--- config.mk ---
export PLATFORM = sky130hd
export DESIGN_NAME = ipv4_prefix_access_filter_unit
export DESIGN_NICKNAME = d
export VERILOG_FILES = /design/src/hdl/ipaf_pkg.sv /design/src/hdl/ipaf_cell.sv /design/src/hdl/ipv4_prefix_access_filter_unit.sv
export SDC_FILE = /design/constraint.sdc
export NUM_CORES = 2
export LEC_CHECK = 0
export BUFFER_PORTS_ARGS = -buffer_cell sky130_fd_sc_hd__buf_2
export CORE_MARGIN = 5
export CORE_UTILIZATION = 25
export DETAILED_ROUTE_END_ITERATION = 12
export PLACE_DENSITY = 0.37
export SLEW_MARGIN = 20
export SYNTH_ARGS = -nofsm -noshare
export SYNTH_HDL_FRONTEND = slang
export SYNTH_HIERARCHICAL = 1
export SYNTH_SLANG_ARGS = --single-unit
--- constraint.sdc ---
create_clock -name clock -period 11.23 [get_ports clock]
set_input_delay 1.6845 -clock clock [delete_from_list [all_inputs] [get_ports clock]]
set_output_delay 1.6845 -clock clock [all_outputs]
set_load 0.05 [all_outputs]
--- src/hdl/ipaf_pkg.sv ---
package ipaf_pkg;

   localparam logic [1:0] ACTION_ADD   = 2'd0;
   localparam logic [1:0] ACTION_CHECK = 2'd1;
   localparam logic [1:0] ACTION_CLEAR = 2'd2;

   localparam logic [1:0] STATUS_OK      = 2'd0;
   localparam logic [1:0] STATUS_FULL    = 2'd1;
   localparam logic [1:0] STATUS_BAD_LEN = 2'd2;

   localparam logic [5:0] PREFIX_MAX = 6'd32;
   localparam logic [31:0] ALL_ONES  = 32'hffff_ffff;

   // One query word as it travels down the row of rule cells.
   typedef struct packed {
      logic        active;
      logic [31:0] query;
      logic        hit;
      logic [3:0]  slot;
      logic        deny;
   } chain_type;

   // A prefix length of zero gives an empty mask, 32 gives all ones.
   function automatic logic [31:0] prefix_to_mask(input logic [5:0] plen);
      prefix_to_mask = ~(ALL_ONES >> plen);
   endfunction

endpackage

--- src/hdl/ipaf_cell.sv ---
module ipaf_cell (
   input  logic                 clock,
   input  logic                 reset,
   input  logic                 wr_en,
   input  logic [31:0]          wr_network,
   input  logic [31:0]          wr_mask,
   input  logic                 wr_deny,
   input  logic                 in_use,
   input  logic [3:0]           cell_slot,
   input  ipaf_pkg::chain_type  up_chain,
   output ipaf_pkg::chain_type  down_chain
);

   logic [31:0]         network_ff;
   logic [31:0]         mask_ff;
   logic                deny_ff;
   logic                active_ff;
   ipaf_pkg::chain_type out_ff;
   ipaf_pkg::chain_type out_in;
   logic                match;

   assign match = up_chain.active && in_use && ((up_chain.query & mask_ff) == network_ff);

   // Cells further down hold newer rules, so a later hit replaces an earlier one.
   always_comb begin
      out_in = up_chain;
      if (match) begin
         out_in.hit  = 1'b1;
         out_in.slot = cell_slot;
         out_in.deny = deny_ff;
      end
   end

   always_ff @(posedge clock) begin
      if (reset) begin
         active_ff <= 1'b0;
      end else begin
         active_ff <= out_in.active;
      end
   end

   always_ff @(posedge clock) begin
      out_ff <= out_in;
      if (wr_en) begin
         network_ff <= wr_network;
         mask_ff    <= wr_mask;
         deny_ff    <= wr_deny;
      end
   end

   always_comb begin
      down_chain        = out_ff;
      down_chain.active = active_ff;
   end

endmodule

--- src/hdl/ipv4_prefix_access_filter_unit.sv ---
// Add, clear and undefined words: result registered in the cycle after acceptance.
// Check words: the query steps through the rule cells, one rule cell per cycle,
// and the result is registered after the last cell; one word is in the block at a time.
// A new word is taken only while no check is searching and the result side does not stall.
// Synchronous active-high reset empties the rule table and the result register.
module ipv4_prefix_access_filter_unit #(
   parameter int MAX_RULES = 16
) (
   input  logic        clock,
   input  logic        reset,
   input  logic        req_valid,
   output logic        req_stall,
   input  logic [1:0]  req_action,
   input  logic [31:0] req_rule_address,
   input  logic [5:0]  req_prefix_length,
   input  logic        req_deny_flag,
   input  logic [31:0] req_query_address,
   output logic        rsp_valid,
   input  logic        rsp_stall,
   output logic        rsp_verdict,
   output logic        rsp_matched,
   output logic [3:0]  rsp_match_slot,
   output logic [1:0]  rsp_status
);

   localparam int CNT_W = $clog2(MAX_RULES + 1);

   logic [CNT_W-1:0]    count_ff, count_in;
   logic                busy_ff, busy_in;
   logic                rsp_valid_ff, rsp_valid_in;
   logic                verdict_ff, verdict_in;
   logic                matched_ff, matched_in;
   logic [3:0]          slot_ff, slot_in;
   logic [1:0]          status_ff, status_in;
   logic                rsp_load;

   logic                req_accept;
   logic                is_add, is_check, is_clear;
   logic                bad_prefix, table_full, add_ok;
   logic [31:0]         new_mask;
   ipaf_pkg::chain_type link [MAX_RULES+1];
   ipaf_pkg::chain_type last;

   assign req_stall  = busy_ff || (rsp_valid_ff && rsp_stall);
   assign req_accept = req_valid && !req_stall;

   assign is_add     = (req_action == ipaf_pkg::ACTION_ADD);
   assign is_check   = (req_action == ipaf_pkg::ACTION_CHECK);
   assign is_clear   = (req_action == ipaf_pkg::ACTION_CLEAR);
   assign bad_prefix = (req_prefix_length > ipaf_pkg::PREFIX_MAX);
   assign table_full = (count_ff == CNT_W'(MAX_RULES));
   assign add_ok     = req_accept && is_add && !bad_prefix && !table_full;
   assign new_mask   = ipaf_pkg::prefix_to_mask(req_prefix_length);

   always_comb begin
      link[0]        = '0;
      link[0].active = req_accept && is_check;
      link[0].query  = req_query_address;
   end

   for (genvar i = 0; i < MAX_RULES; i++) begin : g_cell
      ipaf_cell u_cell (
         .clock      (clock),
         .reset      (reset),
         .wr_en      (add_ok && (count_ff == CNT_W'(i))),
         .wr_network (req_rule_address & new_mask),
         .wr_mask    (new_mask),
         .wr_deny    (req_deny_flag),
         .in_use     (count_ff > CNT_W'(i)),
         .cell_slot  (4'(i)),
         .up_chain   (link[i]),
         .down_chain (link[i+1])
      );
   end

   assign last = link[MAX_RULES];

   always_comb begin
      count_in = count_ff;
      if (add_ok) begin
         count_in = count_ff + 1'b1;
      end else if (req_accept && is_clear) begin
         count_in = '0;
      end
   end

   always_comb begin
      busy_in = busy_ff;
      if (req_accept && is_check) begin
         busy_in = 1'b1;
      end else if (last.active) begin
         busy_in = 1'b0;
      end
   end

   always_comb begin
      rsp_valid_in = rsp_valid_ff && rsp_stall;
      rsp_load     = 1'b0;
      verdict_in   = 1'b0;
      matched_in   = 1'b0;
      slot_in      = '0;
      status_in    = ipaf_pkg::STATUS_OK;
      if (req_accept && !is_check) begin
         rsp_valid_in = 1'b1;
         rsp_load     = 1'b1;
         if (is_add && bad_prefix) begin
            status_in = ipaf_pkg::STATUS_BAD_LEN;
         end else if (is_add && table_full) begin
            status_in = ipaf_pkg::STATUS_FULL;
         end
      end else if (last.active) begin
         rsp_valid_in = 1'b1;
         rsp_load     = 1'b1;
         matched_in   = last.hit;
         slot_in      = last.hit ? last.slot : 4'd0;
         // An empty table allows; otherwise no hit forbids.
         if (count_ff != '0) begin
            verdict_in = last.hit ? last.deny : 1'b1;
         end
      end
   end

   always_ff @(posedge clock) begin
      if (reset) begin
         count_ff     <= '0;
         busy_ff      <= 1'b0;
         rsp_valid_ff <= 1'b0;
      end else begin
         count_ff     <= count_in;
         busy_ff      <= busy_in;
         rsp_valid_ff <= rsp_valid_in;
      end
   end

   always_ff @(posedge clock) begin
      if (rsp_load) begin
         verdict_ff <= verdict_in;
         matched_ff <= matched_in;
         slot_ff    <= slot_in;
         status_ff  <= status_in;
      end
   end

   assign rsp_valid      = rsp_valid_ff;
   assign rsp_verdict    = verdict_ff;
   assign rsp_matched    = matched_ff;
   assign rsp_match_slot = slot_ff;
   assign rsp_status     = status_ff;

   a_count_bound : assert property (@(posedge clock) disable iff (reset)
      count_ff <= CNT_W'(MAX_RULES))
      else $error("rule count above table size");

   a_chain_busy : assert property (@(posedge clock) disable iff (reset)
      last.active |-> busy_ff)
      else $error("query left the cell row with no search in progress");

   a_result_free : assert property (@(posedge clock) disable iff (reset)
      last.active |-> !rsp_valid_ff)
      else $error("search finished while the result register was occupied");

   a_done_idle : assert property (@(posedge clock) disable iff (reset)
      last.active |=> !busy_ff && rsp_valid_ff)
      else $error("search end did not release the block and post a word");

endmodule
==> reports/qor.csv <==
metric,value,unit
Max-slew headroom,23.7,%
vias in the first global route,26000,
Worst-Margin Slew,1.13,ns
gr usage total,11.8,%
Sink Count,1647,
total CTS buffers,177,
vias,25100,
"Avg Cell Area, Syn",16.7,um^2
crit start category,input port,
Worst Path Arrival,4.67,ns
Std-Cell Rows,170,
DIE WIDTH,475,um
starting density of the core,25.1,%
pins over their slew limit,0,
cell area after synthesis,0.0540,mm^2
r2r endpoint,g_cell[12].u_cell/mask_ff[9],
outcome,"finished, final reports clean",
RSZ-0062 raised after global routing,no,
Die Ht,475,um
Ports,87,
P_leak,22.0,nW
Die Area,0.225,mm^2
FMAX,234,MHz
max cap viols,0,
level count of the clock H-tree,4,
GRT Residual Overflow,0,
Max VDD drop,0.000148,V
total setup buffers inserted after CTS,0,
Initial DRC Count,1441,
root buf cell,clkbuf_16,
largest net degree at the start of global routing,66,
first-pass GRT wire length,190000,um
Port Buf Inserts,86,
core footprint,0.215,mm^2
"Hold-fix buffers, CTS",0,
routed len/inst,20.2,um
CP Capture Type,flip-flop,
worst path required time,11.62,ns
initial antenna violation count,11,
final setup fails,0,
CTS max path bufs,3,
worst setup path start,rsp_stall,
Syn Inst Count,3223,
gp weighted congestion,0.750,
clk_skew,0.0380,ns
crit share post-route,38.1,%
Power Dens Cells,196,mW/mm^2
clk_lat worst skew,0.80,ns
hpwl dp,88900,um
iteration count of the initial detailed-routing pass,4,
Final Net Count,3655,
layout cells sized above 1,14.2,%
synthesis-to-finish area growth,19.1,%
Yosys warnings,6,
critical path class,input port to flip-flop,
crit path max fanout,41,
DP Worst Slack,6.14,ns
reg2reg start,count_ff[0],
CP Capture Point,g_cell[12].u_cell/mask_ff[9],
HP Class,flip-flop to flip-flop,
post-DR vias/cell,3.83,
Reg2Reg Depth,8,
clock slew at reported path FFs,0.06,ns
Design Power,0.0126,W
Final min period,4.28,ns
Fin Setup TNS,0,ns
Final Hold Fails,0,
CTS tree,built,
DRC Markers,0,
drt total wl,133000,um
post-cts sizing count,0,
fillers,21300,
final setup margin,6.95,ns
Antenna Violating Nets Remaining,0,
FF-to-FF setup slack,7.14,ns
[placed cells by master (no fill, tap or decap), types with 26 or more instances in the layout]
| master | n |
|---|---|
| mux2_4 | 80 |
| conb_1 | 70 |
| nand3_1 | 40 |
| clkbuf_8 | 32 |
| buf_2 | 86 |
| nand4_1 | 34 |
| buf_4 | 64 |
| xnor2_1 | 432 |
| nand2_1 | 539 |
| dfxtp_1 | 599 |
| clkbuf_1 | 71 |
| and2_1 | 35 |
| clkinv_2 | 26 |
| clkbuf_16 | 178 |
| edfxtp_1 | 1048 |
| nor4_1 | 83 |
| xor2_1 | 80 |
[flip-flops by register name, summed over array words and instances (netlist names)]
signal and cells:
busy_ff 1, count_ff 5, g_cell.u_cell/active_ff 16, g_cell.u_cell/deny_ff 16, g_cell.u_cell/down_chain 576, g_cell.u_cell/mask_ff 512
g_cell.u_cell/network_ff 512, rsp_match_slot 4, rsp_matched 1, rsp_status 2, rsp_valid 1, rsp_verdict 1
[how the worst min path moves through the flow]
stage / from / to / slack, ns / cells after the start
floorplan: g_cell[9].u_cell/down_chain[10] / g_cell[10].u_cell/down_chain[10] / 0.33 / 0
global route: g_cell[3].u_cell/down_chain[27] / g_cell[4].u_cell/down_chain[27] / 0.34 / 0
finish: g_cell[3].u_cell/down_chain[27] / g_cell[4].u_cell/down_chain[27] / 0.34 / 0
CTS: g_cell[3].u_cell/down_chain[27] / g_cell[4].u_cell/down_chain[27] / 0.33 / 0
global placement: g_cell[13].u_cell/down_chain[30] / g_cell[14].u_cell/down_chain[30] / 0.33 / 0
detailed placement: g_cell[1].u_cell/down_chain[8] / g_cell[2].u_cell/down_chain[8] / 0.34 / 0
[metrics by stage]
step / util (%) / area (um^2) / hold slack (ns) / std cells
global route: 29.9 / 64300 / 0.341 / 6562
floorplan: - / 54200 / 0.331 / 3291
CTS: 29.9 / 64200 / 0.330 / 6562
detailed placement: 27.3 / 58500 / 0.335 / 6232
global placement: 27.3 / 58500 / 0.334 / 6232
finish: 29.9 / 64300 / 0.339 / 6567
[routing by layer]
layer  share of wire, %  wire [um]  GRT usage [%]
met5                  0          0              0
met4                2.1       2720           2.96
met3                3.7       4980           2.29
met2                 48      63500           19.6
met1                 46      61500           15.7
[where the power goes]
part | internal, W | switching, W
combinational | 0.0000900 | 0.000193
sequential | 0.00656 | 0.0000597
clock | 0.00330 | 0.00239
[worst max-delay path, stage by stage]
cell,delay [ns]
buf_2,0.11
a21o_1,0.21
nor4_4,0.55
nand2_2,0.35
nor4_2,0.48
buf_4,0.46
buf_4,0.69
[layout make-up]
cell class,instances,area [um^2],area share [%]
flip-flops and latches,1647,43500,67.6
multi-input cells,1579,10500,16.4
clock buffers,281,5160,8.03
well taps,2838,3550,5.52
repair buffers,151,922,1.43
clock inverters,49,566,0.880
inverters,17,63.8,0.0993
diodes,5,12.5,0.0195
(Power assumes the default switching activity.)
